**src/rtl/r2p_queue.sv**
```systemverilog
module r2p_queue #(
    parameter int DW = 8,
    parameter int AW = 2
) (
    input  logic          i_clk,
    input  logic          i_rst_n,
    input  logic          i_push,
    input  logic [DW-1:0] i_data,
    output logic          o_full,
    input  logic          i_pop,
    output logic [DW-1:0] o_data,
    output logic          o_empty
);

    logic [DW-1:0] r_mem [2**AW];
    logic [AW:0]   r_wr;
    logic [AW:0]   r_rd;

    assign o_empty = (r_wr == r_rd);
    assign o_full  = (r_wr[AW] != r_rd[AW]) && (r_wr[AW-1:0] == r_rd[AW-1:0]);
    assign o_data  = r_mem[r_rd[AW-1:0]];

    // pointers carry one wrap bit to tell full from empty
    always_ff @(posedge i_clk) begin
        if (!i_rst_n) begin
            r_wr <= '0;
            r_rd <= '0;
        end else begin
            if (i_push && !o_full) begin
                r_wr <= r_wr + 1'b1;
            end
            if (i_pop && !o_empty) begin
                r_rd <= r_rd + 1'b1;
            end
        end
    end

    always_ff @(posedge i_clk) begin
        if (i_push && !o_full) begin
            r_mem[r_wr[AW-1:0]] <= i_data;
        end
    end

endmodule

```
**config.mk**
```make
export PLATFORM = sky130hd
export DESIGN_NAME = r2p_queue
export DESIGN_NICKNAME = d
export VERILOG_FILES = /design/src/rtl/r2p_queue.sv
export SDC_FILE = /design/constraint.sdc
export NUM_CORES = 1
export LEC_CHECK = 0
export BUFFER_PORTS_ARGS = -buffer_cell sky130_fd_sc_hd__buf_2
export CAP_MARGIN = 5
export CELL_PAD_IN_SITES_DETAIL_PLACEMENT = 0
export CELL_PAD_IN_SITES_GLOBAL_PLACEMENT = 2
export CORE_MARGIN = 4
export CORE_UTILIZATION = 40
export DETAILED_ROUTE_END_ITERATION = 12
export GPL_TIMING_DRIVEN = 0
export PLACE_DENSITY_LB_ADDON = 0.08
export SLEW_MARGIN = 10
export SYNTH_ARGS = -nofsm -noshare
export SYNTH_HDL_FRONTEND = slang
export SYNTH_SLANG_ARGS = --single-unit
```
**constraint.sdc**
```tcl
create_clock -name i_clk -period 2 [get_ports i_clk]
set_input_delay 0.5 -clock i_clk [delete_from_list [all_inputs] [get_ports i_clk]]
set_output_delay 0.5 -clock i_clk [all_outputs]
set_load 0.1 [all_outputs]
```
==> metrics, run 1 <==
pwr/cell area=1593 nW/um^2; RSZ-0062 raised after global routing=yes; synth warn=0; Final Hold Vio Count=0; hold_sp=i_data[0]; final non-filler cell total=188; die area=between 5000 and 6000 um^2; clk_lat worst skew=about 0.28 ns; Routed WL per cell=17.25 um; Sink Count=40; # hold bufs at CTS=0; Clock Tree Root=clkbuf_8; Max IR drop VDD=0.001056 V; Clock Power Share=between 10% and 20%; Pre-Repair DR Iteration Count=4; CP endpoint kind=output port; net switching power=1.572 mW; CTS tree=yes; Final #Nets=154; routability congestion estimate=0.7552; Arr. time, crit path=1.49 ns; clock buffer depth=2; Syn Std Cell Area=1724 um^2; Std-Cell Rows=23; vias per inst=5.447; switching share of total power=between 40 and 50%; Netlist cell types=28; flop-to-flop setup slack=0.16 ns; Crit Path Category=reg -> out; FF-to-FF Start=r_rd[0]; Comb power frac=between 50% and 60%; antenna violations before repair=0; HPWL after detailed placement=2331 um; worst-margin pin slew=around 0.68 ns; number of global-route vias before repair=1073; PortBufs=21; Ports=22; post-synth net total=127; CP max FO=8; worst min path class=in -> reg; FF-to-FF End=r_mem[0][4]; FF-to-FF path depth=3; Avg Inst Size Synth=15.67 um^2; Die Y-Extent=73.66 um; Max-cap violations=0; Sequential Power Share=33.9%; Routed Antenna Nets=0; H-tree Lvls=2; Total Wirelength=3243 um; post-route cell area=between 2000 and 2500 um^2; die width=73.66 um; Min-Delay Endpoint=r_mem[1][0]; Total GRT Usage=14.19%; Area growth, synth to finish=25.47%; Synth Register Bits=40; Worst Skew=0.004422 ns; Placed Area=1941 um^2; clock slew at reported path FFs=0.07 ns; fillers=344; Setup WS pre-CTS=-0.01673 ns; Fmax=0.5017 GHz; grt ovf=0; final setup fails=0; Pins Over Slew Limit=0; final worst slack=0.006850 ns; WP data required=~1.5 ns; startpoint class of the critical path=flip-flop; total CTS buffers=5; layout cells sized above 1=37.68%; DRC viols=0; Starting Density=42.19%; status=complete, no violations; internal power=1.875 mW; share of the core filled with cells in the final layout=52.94%; Max transition margin=54.23%; min Tclk post-route=1.993 ns; Ant. Diodes=0; Via Count=1024; first-pass GRT wire length=5506 um; drt initial violations=between 40 and 50; largest net degree at the start of global routing=13; Mapped Cells=110; dpl cells=181; area of the core=a little over 4000 um^2; Seq/Total Area, Yosys=65.02%; Leak Pwr=0.7550 nW; hold depth=1; ratio of final minimum period to clock period=99.66%
[sequential cells by signal, indices dropped and copies added (netlist names), named ones only]
name / flops
r_wr: 3
r_mem: 32
r_rd: 3
[per-layer routing]
metal,track usage (%),vias to the layer above,share of wire [%]
li1,-,486,-
met1,16.13,510,41
met2,25.20,22,54
met3,4.241,6,4.1
met4,4.829,0,1.6
met5,0,-,0
[power by group through the flow]
stage | sequential (mW) | combinational [mW] | clock (mW)
6_report | 1.17 | 1.74 | 0.537
5_1_grt | 1.19 | 1.83 | 0.598
4_1_cts | 1.17 | 1.75 | 0.562
3_5_place_dp | 1.14 | 1.58 | 0
3_3_place_gp | 1.13 | 1.57 | 0
2_1_floorplan | 1.12 | 1.33 | 0
[timing repair]
action	CTS	global route
pin swaps	0	1
setup endpoints to repair	10	10
setup buffers	0	0
gates resized for setup	32	5
cloned	0	0
[cell usage in the layout, fill, tap and decap left out, drive strengths merged, types with 2 or more instances in the layout]
master  instances
edfxtp         32
buf            23
mux4            8
dfxtp           8
clkbuf          8
inv             5
ha              5
and2            4
nand3b          4
o21ai           4
a211o           4
nor3            4
nand2           3
nand3           3
xor2            3
xnor2           3
a31oi           2
a21oi           2
o211ai          2
nand4           2
a41oi           2
nor2            2
[critical path, stage by stage, from the launching register on]
cell and delay, ns:
dfxtp_2 0.34, buf_12 0.14, mux4_2 0.54, buf_12 0.19
[worst max-delay path by stage]
stage,startpoint,slack (ns),cells past startpoint,to
final,flip-flop,0.007,3,o_data[3]
after global routing,flip-flop,-0.06,3,o_data[3]
after CTS,flip-flop,-0.03,3,o_data[3]
after detailed placement,r_wr[0],-0.02,3,o_empty
after global placement,r_wr[0],0.002,3,o_empty
after floorplan,r_wr[1],-0.01,3,o_full
[kinds of logic after synthesis]
group | after synthesis | share of synthesized area [%]
AOI/OAI and AO/OA | 18 | 7.329
xor gates and xnor gates | 6 | 3.048
adders and majority gates | 5 | 3.628
buffers and inverters | 9 | 2.685
DFF | 40 | 65.02
muxes | 8 | 10.45
and+or+nand+nor | 24 | 7.837
[cell usage after synthesis (all sizes together)]
| master | instances | share of area (%) |
|---|---|---|
| edfxtp | 32 | 56 |
| dfxtp | 8 | 9.3 |
| mux4 | 8 | 10 |
| ha | 5 | 3.6 |
| inv | 5 | 1.1 |
| a211o | 4 | 2.0 |
| and2 | 4 | 1.5 |
| nand3b | 4 | 1.7 |
| nor3 | 4 | 1.2 |
| o21ai | 4 | 1.2 |
| buf | 3 | 1.2 |
| nand2 | 3 | 0.65 |
| nand3 | 3 | 0.87 |
| xnor2 | 3 | 1.5 |
| xor2 | 3 | 1.5 |
| a21oi | 2 | 0.58 |
| a31oi | 2 | 0.73 |
| a41oi | 2 | 1.0 |
| nand4 | 2 | 0.73 |
| nor2 | 2 | 0.44 |
| o211ai | 2 | 0.87 |
| a211oi | 1 | 0.44 |
| and3 | 1 | 0.36 |
| clkbuf | 1 | 0.44 |
| o31a | 1 | 0.51 |
| or4 | 1 | 0.44 |
[through the flow]
| stage | total power, mW | TNS (ns) | hold slack (ns) |
|---|---|---|---|
| floorplan | 2.450 | -0.009823 | 0.5014 |
| global placement | 2.704 | 0 | 0.5220 |
| detailed placement | 2.726 | -0.02885 | 0.5441 |
| CTS | 3.477 | -0.1049 | 0.4161 |
| global route | 3.619 | -0.2396 | 0.4110 |
| finish | 3.447 | 0 | 0.4293 |
[cell type report]
type                       count  area, um^2  area share, %
sequential                    40        1129          52.17
multi-input combinational     61       639.4          29.55
timing repair buffer          21       181.4          8.386
clock buffer                   7       86.33          3.991
tap                           50       62.56          2.892
buffer                         3       38.79          1.793
inverter                       5       18.77         0.8676
clock inverter                 1       7.507         0.3470
(Power assumes the default switching activity.)
==> inputs of run 2 (changes only) <==
--- a/config.mk
+++ b/config.mk
@@ -14,4 +14,5 @@
 export DETAILED_ROUTE_END_ITERATION = 12
 export GPL_TIMING_DRIVEN = 0
+export MAX_ROUTING_LAYER = met4
 export PLACE_DENSITY_LB_ADDON = 0.08
 export SLEW_MARGIN = 10
==> constraint.sdc (replaced) <==
create_clock -name i_clk -period 2 [get_ports i_clk]
set_input_delay 0.5 -clock i_clk [delete_from_list [all_inputs] [get_ports i_clk]]
set_output_delay 0.5 -clock i_clk [all_outputs]
set_load 0.05 [all_outputs]
==> run 2 against run 1 <==
Effect of this change:
- sequential power is essentially flat
- total power down 10%
- clock power grew 18%
- sequential share of layout area rose by 0.40 points
- non-clock buffer count stayed put
- cell area decreased by 0.98%
- worst setup slack better by 0.027 ns
- clock skew decreased by 0.00059 ns
- maximum frequency grew 1.4%
- final cell count unchanged
- first-iteration DRC count is 26% higher
==> metrics, run 2 (synthesis gave the netlist of run 1 again) <==
CTS tree=yes; layout cells sized above 1=between 30% and 40%; ratio of final minimum period to clock period=98.32%; final setup fails=0; Setup TNS=0 ns; commonest cells after routing, fill and taps aside=edfxtp_1, buf_2, buf_6, mux4_2; FF-to-FF path depth=4; Ant. Diodes=0; most common cell after layout, fill and taps aside=edfxtp_1; Sink Count=40; dpl cells=181; Pins Over Slew Limit=0; Final Hold Vio Count=0; min Tclk post-route=a little under 2 ns; fillers=around 350; grt ovf=0; startpoint class of the critical path=flip-flop; RSZ-0062 raised after global routing=yes; Pre-Repair DR Iteration Count=4; Routed WL per cell=17.09 um; vias per inst=5.378; H-tree Lvls=2; multi-input logic area=621.8 um^2; FF-to-FF End=r_mem[2][4]; Max transition margin=59.22%; die width=73.66 um; Clock Tree Root=clkbuf_8; worst-margin pin slew=0.6073 ns; Max IR drop VDD=around 0.00073 V; flop-to-flop setup slack=0.16 ns; HPWL after detailed placement=2343 um; drt initial violations=between 50 and 60; Crit Path Category=reg -> out; Arr. time, crit path=1.47 ns; area of the core=just over 4000 um^2; Area growth, synth to finish=24.24%; largest net degree at the start of global routing=13; first-pass GRT wire length=~5400 um; final non-filler cell total=188; CP max FO=8; Max-cap violations=0; antenna violations before repair=0; PortBufs=21; clk_lat worst skew=0.29 ns; CP endpoint kind=output port; Die Y-Extent=73.66 um; routability congestion estimate=approximately 0.79; clock slew at reported path FFs=0.08 ns; FF-to-FF Start=r_rd[1]; max reg flops=32; postcts setup bufs=0; Via Count=between 1000 and 1500; Leak Pwr=0.7537 nW; Starting Density=42.19%; clock buffer depth=2; status=complete, no violations; Routed Antenna Nets=0; die area=5425 um^2; storage element area=1126 um^2; Setup crit end=o_data[1]; worst min path class=in -> reg; Fmax=0.5086 GHz; Std-Cell Rows=23; Total GRT Usage=14.12%; Ports=22; DRC viols=0; number of global-route vias before repair=approximately 1100; Total Wirelength=3212 um; Worst Skew=between 0.003 and 0.004 ns; WP data required=roughly 1.5 ns; total CTS buffers=5; Final #Nets=around 150; pwr/cell area=approximately 1400 nW/um^2
[run 2: critical path, stage by stage (launching register included)]
cell	delay [ns]
dfxtp_2	0.35
buf_12	0.14
mux4_2	0.53
buf_8	0.17
[run 2: routing by layer]
metal,wire length [um],GRT usage [%]
met4,40,4.829
met1,1200,15.10
met2,1812,25.10
met5,0,-
met3,158,3.694
[run 2: worst min path at each step]
stage               cells past startpoint  startpoint     endpoint  slack [ns]
detailed placement                      2     r_wr[2]      r_wr[2]        0.54
finish                                  1   i_data[1]  r_mem[1][1]        0.42
floorplan                               2     r_wr[2]      r_wr[2]        0.50
global placement                        2     r_wr[2]      r_wr[2]        0.52
CTS                                     1   i_data[2]  r_mem[2][2]        0.42
global route                            1   i_data[2]  r_mem[1][2]        0.41
[run 2: where the power goes]
part           switching (mW)  internal, mW
logic                   0.785         0.501
registers               0.104          1.06
clock network           0.272         0.363
[run 2: timing repair]
action,in CTS,in global routing
setup endpoints to repair,18,17
resized for setup,22,13
pin swaps,0,1
hold buffers,0,0
[run 2: final cells by class]
| class | count | area share (%) |
|---|---|---|
| buffer | 3 | 1.811 |
| clock buffer | 5 | 3.213 |
| clock inverter | 3 | 1.752 |
| inverter | 5 | 0.8762 |
| multi-input combinational | 61 | 29.03 |
| sequential | 40 | 52.57 |
| tap | 50 | 2.921 |
| timing repair buffer | 21 | 7.827 |
[run 2: through the flow]
step / instance area (um^2) / setup WS, ns / power, mW / hold slack [ns] / util (%)
CTS: 2078 / 0.007668 / 3.036 / 0.4162 / 50.86
floorplan: 1734 / 0.01412 / 2.005 / 0.5014 / -
global placement: 1902 / -0.2368 / 2.260 / 0.5226 / 46.54
global route: 2142 / -0.01687 / 3.263 / 0.4075 / 52.42
finish: 2142 / 0.03364 / 3.086 / 0.4232 / 52.42
detailed placement: 1902 / -0.2000 / 2.272 / 0.5411 / 46.54
