File: src/rtl/r2p_pkg.sv
package r2p_pkg;

    // cordic datapath widths: coordinates scaled up to a fixed binary point
    localparam int XW = 64;
    localparam int ZW = 34;
    localparam int FRAC_TOP = 61;

    // address bits of the queue between front and back
    localparam int QUEUE_AW = 2;

    // round(atan(2^-i) * 2^32 / (2*pi)), units of 2^-32 turn
    localparam logic [31:0] ATAN_TURNS [32] = '{
        32'd536870912, 32'd316933406, 32'd167458907, 32'd85004756,
        32'd42667331,  32'd21354465,  32'd10679838,  32'd5340245,
        32'd2670163,   32'd1335087,   32'd667544,    32'd333772,
        32'd166886,    32'd83443,     32'd41722,     32'd20861,
        32'd10430,     32'd5215,      32'd2608,      32'd1304,
        32'd652,       32'd326,       32'd163,       32'd81,
        32'd41,        32'd20,        32'd10,        32'd5,
        32'd3,         32'd1,         32'd1,         32'd0
    };

    // what the front found about a point
    typedef enum logic [2:0] {
        CL_CORDIC,
        CL_ZERO,
        CL_HALF,
        CL_UP,
        CL_DOWN
    } t_class;

    typedef struct packed {
        t_class cls;
        logic   neg;
    } t_front_ctl;

endpackage

File: src/rtl/r2p_front.sv
module r2p_front #(
    parameter int COORD_WIDTH = 16
) (
    input  logic                          i_clk,
    input  logic                          i_rst_n,
    input  logic                          i_valid,
    output logic                          o_ready,
    input  logic signed [COORD_WIDTH-1:0] i_x,
    input  logic signed [COORD_WIDTH-1:0] i_y,
    input  logic                          i_full,
    output logic                          o_push,
    output logic signed [COORD_WIDTH:0]   o_x_s,
    output logic signed [COORD_WIDTH:0]   o_y_s,
    output r2p_pkg::t_front_ctl           o_ctl
);

    logic                        r_valid;
    logic signed [COORD_WIDTH:0] r_x_s;
    logic signed [COORD_WIDTH:0] r_y_s;
    r2p_pkg::t_front_ctl         r_ctl;

    logic                        w_accept;
    logic signed [COORD_WIDTH:0] w_xe;
    logic signed [COORD_WIDTH:0] w_ye;
    logic                        w_neg;
    r2p_pkg::t_class             w_cls;

    assign o_ready  = !r_valid || !i_full;
    assign w_accept = i_valid && o_ready;
    assign o_push   = r_valid && !i_full;

    // fold the left half plane onto the right one
    assign w_xe  = {i_x[COORD_WIDTH-1], i_x};
    assign w_ye  = {i_y[COORD_WIDTH-1], i_y};
    assign w_neg = i_x[COORD_WIDTH-1];

    // points on an axis bypass the cordic
    always_comb begin
        if (i_y == '0) begin
            w_cls = (!i_x[COORD_WIDTH-1] && i_x != '0) ? r2p_pkg::CL_ZERO
                                                        : r2p_pkg::CL_HALF;
        end else if (i_x == '0) begin
            w_cls = i_y[COORD_WIDTH-1] ? r2p_pkg::CL_DOWN : r2p_pkg::CL_UP;
        end else begin
            w_cls = r2p_pkg::CL_CORDIC;
        end
    end

    // input register, emptied into the queue
    always_ff @(posedge i_clk) begin
        if (!i_rst_n) begin
            r_valid <= 1'b0;
        end else if (w_accept) begin
            r_valid <= 1'b1;
        end else if (o_push) begin
            r_valid <= 1'b0;
        end
    end

    always_ff @(posedge i_clk) begin
        if (w_accept) begin
            r_x_s     <= w_neg ? -w_xe : w_xe;
            r_y_s     <= w_neg ? -w_ye : w_ye;
            r_ctl.cls <= w_cls;
            r_ctl.neg <= w_neg;
        end
    end

    assign o_x_s = r_x_s;
    assign o_y_s = r_y_s;
    assign o_ctl = r_ctl;

endmodule

File: config.mk
export PLATFORM = sky130hd
export DESIGN_NAME = r2p_front
export DESIGN_NICKNAME = d
export VERILOG_FILES = /design/src/rtl/r2p_pkg.sv /design/src/rtl/r2p_front.sv
export SDC_FILE = /design/constraint.sdc
export NUM_CORES = 1
export LEC_CHECK = 0
export BUFFER_PORTS_ARGS = -buffer_cell sky130_fd_sc_hd__buf_2
export CAP_MARGIN = 30
export CORE_AREA = 4 4 68 70
export CTS_CLUSTER_SIZE = 40
export DETAILED_ROUTE_END_ITERATION = 12
export DIE_AREA = 0 0 72 74
export PLACE_DENSITY = 0.79
export SYNTH_ARGS = -nofsm -noshare
export SYNTH_HDL_FRONTEND = slang
export SYNTH_SLANG_ARGS = --single-unit
File: constraint.sdc
create_clock -name i_clk -period 3.6 [get_ports i_clk]
set_clock_uncertainty 0.05 [all_clocks]
set_input_delay 0.72 -clock i_clk [delete_from_list [all_inputs] [get_ports i_clk]]
set_output_delay 0.72 -clock i_clk [all_outputs]
set_load 0.005 [all_outputs]
==> results of run 1 <==
==> synthesized netlist by cell type <==
cell	count	area, um^2
or3_1	3	18.8
edfxtp_1	38	1140
xor2_1	1	8.76
o21ai_0	11	55.1
o41ai_1	3	26.3
clkbuf_1	3	11.3
dfxtp_1	1	20.0
a21oi_1	2	10.0
nand2b_2	1	8.76
nand2_1	12	45.0
and2_1	1	6.26
o21ai_1	1	5.00
inv_1	8	30.0
buf_6	1	11.3
ha_1	4	50.1
nand2b_1	2	12.5
nor3_1	5	25.0
nor2_2	1	6.26
or2_1	1	6.26
nand4b_1	1	8.76
or4_1	1	7.51
o31ai_2	1	12.5
or3_4	2	22.5
nor2b_1	2	12.5
xnor2_1	26	228
nor2_1	3	11.3
nor4_1	3	18.8
nand4_1	1	6.26
o31ai_1	8	60.1
or2b_2	1	8.76
or4_4	1	11.3
nor4b_1	1	8.76
nand3_1	2	10.0
==> sequential cells by signal, summed over array words and instances, names as in the netlist <==
signal   count
o_ctl        4
r_valid      1
o_y_s       17
o_x_s       17
==> power groups by stage <==
stage	Sequential (mW)	Combinational [mW]	Clock, mW
detailed placement	0.561	0.148	0
global route	0.554	0.162	0.290
CTS	0.551	0.149	0.271
global placement	0.560	0.146	0
finish	0.551	0.146	0.263
floorplan	0.566	0.0641	0
==> cell usage in the layout (no fill, tap or decap), types with 3 or more instances in the layout <==
cell	Yosys	final
buf_2	0	75
or3_1	3	3
nor2_1	3	3
xnor2_1	26	26
o31ai_1	8	8
clkbuf_8	0	5
nor3_1	5	5
edfxtp_1	38	38
ha_1	4	4
o41ai_1	3	3
nor4_1	3	3
o21ai_0	11	11
nand2_1	12	12
inv_1	8	8
==> routing by layer <==
layer	GRT usage	vias to the layer above	routed length, um
li1	-	722	-
met1	0.161	645	1510
met2	0.267	42	2010
met3	0.0324	5	212
met4	0.0626	0	57
met5	0	-	0
==> cell type report <==
type | count | area [um^2] | area share
clock buffer | 5 | 68.8 | 0.0281
clock inverter | 2 | 8.76 | 0.00358
inverter | 8 | 30.0 | 0.0123
multi-input combinational | 101 | 711 | 0.291
sequential | 39 | 1160 | 0.475
tap | 50 | 62.6 | 0.0256
timing repair buffer | 77 | 403 | 0.165
==> worst min-delay path, delay by kind of cell, from the launching register on <==
family,cells,cell delay [ns]
AOI/OAI and AO/OA,1,0.12
DFF,1,0.32
and+or+nand+nor,1,0.05
==> cells by family (layout without fill, tap and decap cells) <==
logic type | Yosys count | after routing | share of synthesized area
adders and majority gates | 4 | 4 | 0.0260
AOI/OAI and AO/OA | 26 | 26 | 0.0878
and+or+nand+nor | 44 | 44 | 0.133
xor gates and xnor gates | 27 | 27 | 0.123
DFF | 39 | 39 | 0.603
buffers and inverters | 12 | 92 | 0.0273
==> worst paths after layout <==
| path | startpoint | to | slack, ns | cells past startpoint |
|---|---|---|---|---|
| max | i_x[12] | o_x_s[16] | 1.16 | 6 |
| min | r_valid | r_valid | 0.49 | 2 |
| max reg2reg | r_valid | o_y_s[2] | 1.92 | 3 |
| min reg2reg | r_valid | r_valid | 0.49 | 2 |
==> flow_metrics.tcl, run 1 <==
set metrics [dict create \
    pwr-share-comb 0.152 \
    fin_crit_sh 0.678 \
    synth_nets 192 \
    synth_area_per_cell_um2 12.7 \
    cp-start-kind "primary input" \
    cts_hold_buf 0 \
    power_density_mw_per_mm2 393 \
    num-nets-final 272 \
    clockPowerShare 0.274 \
    finalWorstSetupSlack_ns 1.16 \
    vias 1414 \
    drt_pass1_iterations 4 \
    ctsLongestPathBuffers 2 \
    synth_seq_cells 39 \
    fill_cells 339 \
    drv_cap 0 \
    rsz0062_at_grt "false" \
    cts_setup_buffers 0 \
    required_ns 3.59 \
    setup_tns_ns 0 \
    power_switching_mw 0.219 \
    power_mw 0.960 \
    hp-class "reg -> reg" \
    cts_sinks 39 \
    cpMaxStageDelayCell "or4_4" \
    pre_cts_slack_ns 0.858 \
    synth_area_mm2 0.00192 \
    clk_pin_slew_ns 0.07 \
    diodes 0 \
    netSwitchingFraction 0.228 \
    grt_use_total 0.145 \
    drt_iter0_markers 134 \
    place_inst 275 \
    vias_per_cell 5.01 \
    setup_viol 0 \
    stdcell_area_mm2 0.00244 \
    syn_inst 152 \
    setup.worst_path.class "in -> reg" \
    synth-seq-area-share 0.603 \
    seqPwrFrac 0.574 \
    hold_viol 0 \
    start_util 0.485 \
    ys_types 33 \
    ios 76 \
    max_freq_ghz 0.410 \
    critPathTopFamily "simple AND/OR/NAND/NOR gates" \
    die_w_um 72 \
    grt_pass1_vias 1310 \
    slew_violations 0 \
    cts_tree "built" \
    post-route-drc-count 0 \
    area_delta_synth_final_pct 27.0 \
    tightestPinTransition_ns 0.856 \
    cp-end-kind "flop" \
    peakVddDrop_uv 183 \
    path_buf_inv 1 \
    insertion_delay_ns 0.28 \
    final_cells 282 \
    portBuffers 75 \
    maxSlewHeadroom 0.429 \
    detail_route.wl_per_cell_um 13.4 \
    slowest_delay_ns 0.50 \
    antenna_found_initial 0 \
    yosys_warnings 0 \
    crit_chain "buf_2 -> or3_1 -> or4_4 -> or3_4 -> ha_1 -> nor2_1" \
    cts.htree.levels 2 \
    dieHeight_um 74 \
    crit_path_max_fanout 3 \
    power.leakage_nw 0.968 \
    grt-ovfl-total 0 \
    cellInternalPower_mw 0.741 \
    drive_gt1_frac 0.388 \
    period_needed_ns 2.44 \
    core-area_mm2 0.00397 \
    cts.repair.resized 0 \
    numCtsBuffers 5 \
    dpl_cell_area_mm2 0.00237 \
    dp_hpwl_um 3010 \
    cp.arrival_ns 2.43 \
    ctsRootBufferMaster "clkbuf_8" \
    grt_max_degree 37 \
    rows 23 \
    timing.hold.ws_ns 0.490 \
    ant_nets 0 \
    post-route-util 0.616 \
    routed_wl_um 3790 \
    status "completed" \
    die-area_mm2 0.00533 \
    grt_pass1_wl_um 5850 \
    gp_congestion 0.806 \
]
Note: power is estimated with default switching activity, not from simulation.
==> run 2: changes to the inputs <==
Settings changed: CORE_AREA 4 4 68 70 to 4 4 69 71, DIE_AREA 0 0 72 74 to 0 0 73 75, PLACE_DENSITY 0.79 to 0.77.
Clock period 3.6 ns to 2.4 ns, I/O delays scaled along.
==> run 2 against run 1 <==
Wire length increased by 8.5%; via count increased by 4.7%; register-to-register slack lost 0.91 ns; clock power increased by 68%; clock-buffer cell count grew 2; critical endpoint unchanged; cell area rose by 4.1%; critical path depth is the same; worst setup slack got worse by 0.95 ns; cell count up 5.0%; first-iteration DRC count is 17% higher; worst hold slack worse by 0.13 ns; combinational power increased by 60%.
==> flow_metrics.tcl, run 2 (synthesis results as in run 1) <==
set metrics [dict create \
    status "completed" \
    portBuffers 75 \
    drt_iter0_markers 157 \
    start_util 0.454 \
    period_needed_ns 2.20 \
    setup_viol 0 \
    hp-class "in -> reg" \
    drive_gt1_frac 0.422 \
    gp_congestion 0.789 \
    num-nets-final 283 \
    place_inst 288 \
    fill_cells 364 \
    tightestPinTransition_ns 0.558 \
    numCtsBuffers 5 \
    ios 76 \
    max_freq_ghz 0.455 \
    fin_crit_sh 0.915 \
    cts_hold_buf 0 \
    final_cells 296 \
    crit_chain "buf_2 -> or3_1 -> or4_4 -> or3_4 -> ha_1 -> nor2_1" \
    power_mw 1.50 \
    area_delta_synth_final_pct 32.2 \
    crit_path_max_fanout 3 \
    die-area_mm2 0.00548 \
    ff_latch_area_mm2 0.00116 \
    required_ns 2.39 \
    diodes 0 \
    cts_sinks 39 \
    ctsLongestPathBuffers 2 \
    rsz0062_at_grt "false" \
    die_w_um 73 \
    cp-start-kind "primary input" \
    rows 24 \
    hold_viol 0 \
    slowest_delay_ns 0.50 \
    slew_violations 0 \
    cts.htree.levels 2 \
    grt_max_degree 24 \
    grt_use_total 0.153 \
    antenna_found_initial 0 \
    cts.repair.resized 0 \
    dp_hpwl_um 3290 \
    grt-ovfl-total 0 \
    drt_pass1_iterations 4 \
    power_density_mw_per_mm2 590 \
    routed_wl_um 4110 \
    cp-end-kind "flop" \
    peakVddDrop_uv 260 \
    setup.worst_path.class "in -> reg" \
    maxSlewHeadroom 0.622 \
    clk_pin_slew_ns 0.07 \
    post-route-util 0.601 \
    ctsRootBufferMaster "clkbuf_8" \
    power.leakage_nw 1.03 \
    grt_pass1_vias 1356 \
    detail_route.wl_per_cell_um 13.9 \
    grt_pass1_wl_um 6230 \
    core-area_mm2 0.00423 \
    path_buf_inv 1 \
    cts_setup_buffers 0 \
    cp.arrival_ns 2.19 \
    insertion_delay_ns 0.28 \
    cts_tree "built" \
    vias_per_cell 5.00 \
    critPathTopFamily "simple AND/OR/NAND/NOR gates" \
    dieHeight_um 75 \
    ant_nets 0 \
    final_common_cell "buf_2" \
    post-route-drc-count 0 \
    final_cell_mix "buf_2, edfxtp_1, xnor2_1, nand2_1, buf_4" \
    vias 1481 \
    cpMaxStageDelayCell "or4_4" \
    drv_cap 0 \
    multiInputGateArea_um2 712 \
]
==> run 2: cell count changes in the layout (fill, tap and decap cells not counted), sizes merged <==
cell    delta
clkbuf     +2
buf       +11
clkinv     -1
==> run 2: layout make-up <==
class                   instances  area share
clock buffers                   7      0.0339
clock inverters                 1     0.00197
inverters                       8      0.0118
multi-input cells             101       0.280
flip-flops and latches         39       0.456
well taps                      52      0.0256
repair buffers                 88       0.191
==> run 2: metrics by stage <==
stage	hold slack, ns	area [um^2]	setup WS (ns)	TNS (ns)
after floorplan	0.437	1920	0.0639	0
after global placement	0.454	2450	-0.0598	-0.102
after detailed placement	0.465	2450	-0.0927	-0.241
after CTS	0.349	2540	0.213	0
final	0.355	2540	0.204	0
after global routing	0.352	2540	0.133	0
==> run 2: where the power goes <==
group	internal [mW]	switching [mW]	leakage (nW)	total, mW
sequential	0.813	0.0120	0.378	0.825
combinational	0.114	0.119	0.600	0.233
clock	0.232	0.211	0.0482	0.443
total	1.16	0.342	1.03	1.50
==> run 2: final timing paths <==
check | start | to | slack [ns] | cells past startpoint
setup / recovery | i_x[12] | o_x_s[16] | 0.20 | 6
setup reg to reg | r_valid | o_x_s[13] | 1.01 | 3
hold / removal | i_rst_n | r_valid | 0.36 | 2
hold reg to reg | r_valid | r_valid | 0.48 | 2
==> run 2: routing by layer <==
layer  share of wire  routed length (um)  up-vias  track usage
met5               0                   0        -            0
met4           0.025                 104        0       0.0922
met3           0.068                 280        9       0.0374
met2            0.51                2100       55        0.266
met1            0.39                1620      676        0.169
li1                -                   -      741            -
==> run 3: changes to the inputs <==
Settings changed: CORE_AREA 4 4 69 71 to 4 4 57 85, DIE_AREA 0 0 73 75 to 0 0 61 89.
==> run 3 against run 2 <==
Critical endpoint unchanged; global-route usage increased by 1.2 points; sequential power about the same; clock-buffer cell count is 1 lower; total power decreased by 1.2%; die area fell by 0.84%; clock power is 4% lower; worst setup slack better by 0.0087 ns; wire length is 0.88% higher; non-clock buffer count unchanged.
==> flow_metrics.tcl, run 3 (synthesis results as in run 1) <==
set metrics [dict create \
    status "completed" \
    setup_viol 0 \
    grt_pass1_wl_um 6640 \
    gp_congestion 0.764 \
    grt-ovfl-total 0 \
    power_density_mw_per_mm2 586 \
    area_delta_synth_final_pct 31.5 \
    hold_start "i_rst_n" \
    max_freq_ghz 0.457 \
    vias_per_cell 5.20 \
    diodes 0 \
    slew_violations 0 \
    crit_path_max_fanout 3 \
    cp-end-kind "flop" \
    grt_pass1_vias 1512 \
    final_common_cell "buf_2" \
    ctsRootBufferMaster "clkbuf_8" \
    r2r-end "o_y_s[3]" \
    numCtsBuffers 5 \
    grt_use_total 0.165 \
    cp.arrival_ns 2.18 \
    dieHeight_um 89 \
    grt_max_degree 29 \
    regToRegStartpoint "r_valid" \
    core-area_mm2 0.00414 \
    dpl_cell_area_mm2 0.00245 \
    drive_gt1_frac 0.422 \
    fin_crit_sh 0.911 \
    start_util 0.465 \
    ctsLongestPathBuffers 2 \
    cts_tree "built" \
    final_cell_mix "buf_2, edfxtp_1, xnor2_1, nand2_1, buf_4" \
    pre_cts_slack_ns -0.104 \
    peakVddDrop_uv 453 \
    detail_route.wl_per_cell_um 14.3 \
    tightestPinTransition_ns 0.384 \
    vias 1509 \
    cts_hold_buf 0 \
    place_inst 282 \
    rows 29 \
    num-nets-final 283 \
    stdcell_area_mm2 0.00253 \
    die-area_mm2 0.00543 \
    drv_cap 0 \
    hold_viol 0 \
    power.leakage_nw 1.02 \
    cts_setup_buffers 0 \
    portBuffers 75 \
    cts.htree.levels 2 \
    drt_pass1_iterations 4 \
    ant_nets 0 \
    routed_wl_um 4140 \
    period_needed_ns 2.19 \
    cts_sinks 39 \
    hp-class "in -> reg" \
    post-route-drc-count 0 \
    dp_hpwl_um 3310 \
    cp-start-kind "primary input" \
    rsz0062_at_grt "false" \
    die_w_um 61 \
    min_delay_path_depth 2 \
    r2r_slack_ns 1.09 \
    min_to "r_valid" \
    insertion_delay_ns 0.28 \
    setup.worst_path.class "in -> reg" \
    maxSlewHeadroom 0.741 \
    cts.repair.resized 0 \
    required_ns 2.39 \
    antenna_found_initial 0 \
    clk_pin_slew_ns 0.08 \
    drt_iter0_markers 28 \
    reg2reg_depth 3 \
    ios 76 \
    finalWorstSetupSlack_ns 0.212 \
    final_cells 290 \
    power_mw 1.48 \
]
-- run 3: worst max-delay path by stage --
| stage | start | to | cells past startpoint |
|---|---|---|---|
| floorplan | i_x[12] | o_x_s[16] | 5 |
| global placement | i_x[12] | o_x_s[16] | 6 |
| detailed placement | i_x[12] | o_x_s[16] | 6 |
| CTS | i_x[12] | o_x_s[16] | 6 |
| global route | i_x[12] | o_x_s[16] | 6 |
| finish | i_x[12] | o_x_s[16] | 6 |
-- run 3: power breakdown --
part	internal (mW)	leakage, nW	switching (mW)
clock	0.203	0.0412	0.224
combinational	0.113	0.601	0.118
sequential	0.813	0.378	0.0129
-- run 3: layout make-up --
cell class	instances	area, um^2
Fill cell	359	1610
Inverter	8	30.0
Timing Repair Buffer	88	485
Clock buffer	6	72.6
Sequential cell	39	1160
Multi-Input combinational cell	101	712
Tap cell	46	57.6
Clock inverter	2	12.5
-- run 3: worst max-delay path, stage by stage --
cell	delay [ns]
buf_2	0.10
or3_1	0.39
or4_4	0.49
or3_4	0.39
ha_1	0.28
nor2_1	0.04
-- run 3: metal layers --
metal	part of all wire	global-route usage	vias to the layer above
met3	0.092	0.0477	5
met5	0	0	-
met1	0.34	0.168	704
li1	-	-	742
met2	0.55	0.306	58
met4	0.014	0.0671	0
-- run 3: through the flow --
stage	util	TNS [ns]	hold WS, ns
global placement	0.591	-0.111	0.462
CTS	0.612	0	0.346
global route	0.612	0	0.360
detailed placement	0.591	-0.237	0.481
floorplan	-	0	0.437
finish	0.612	0	0.356
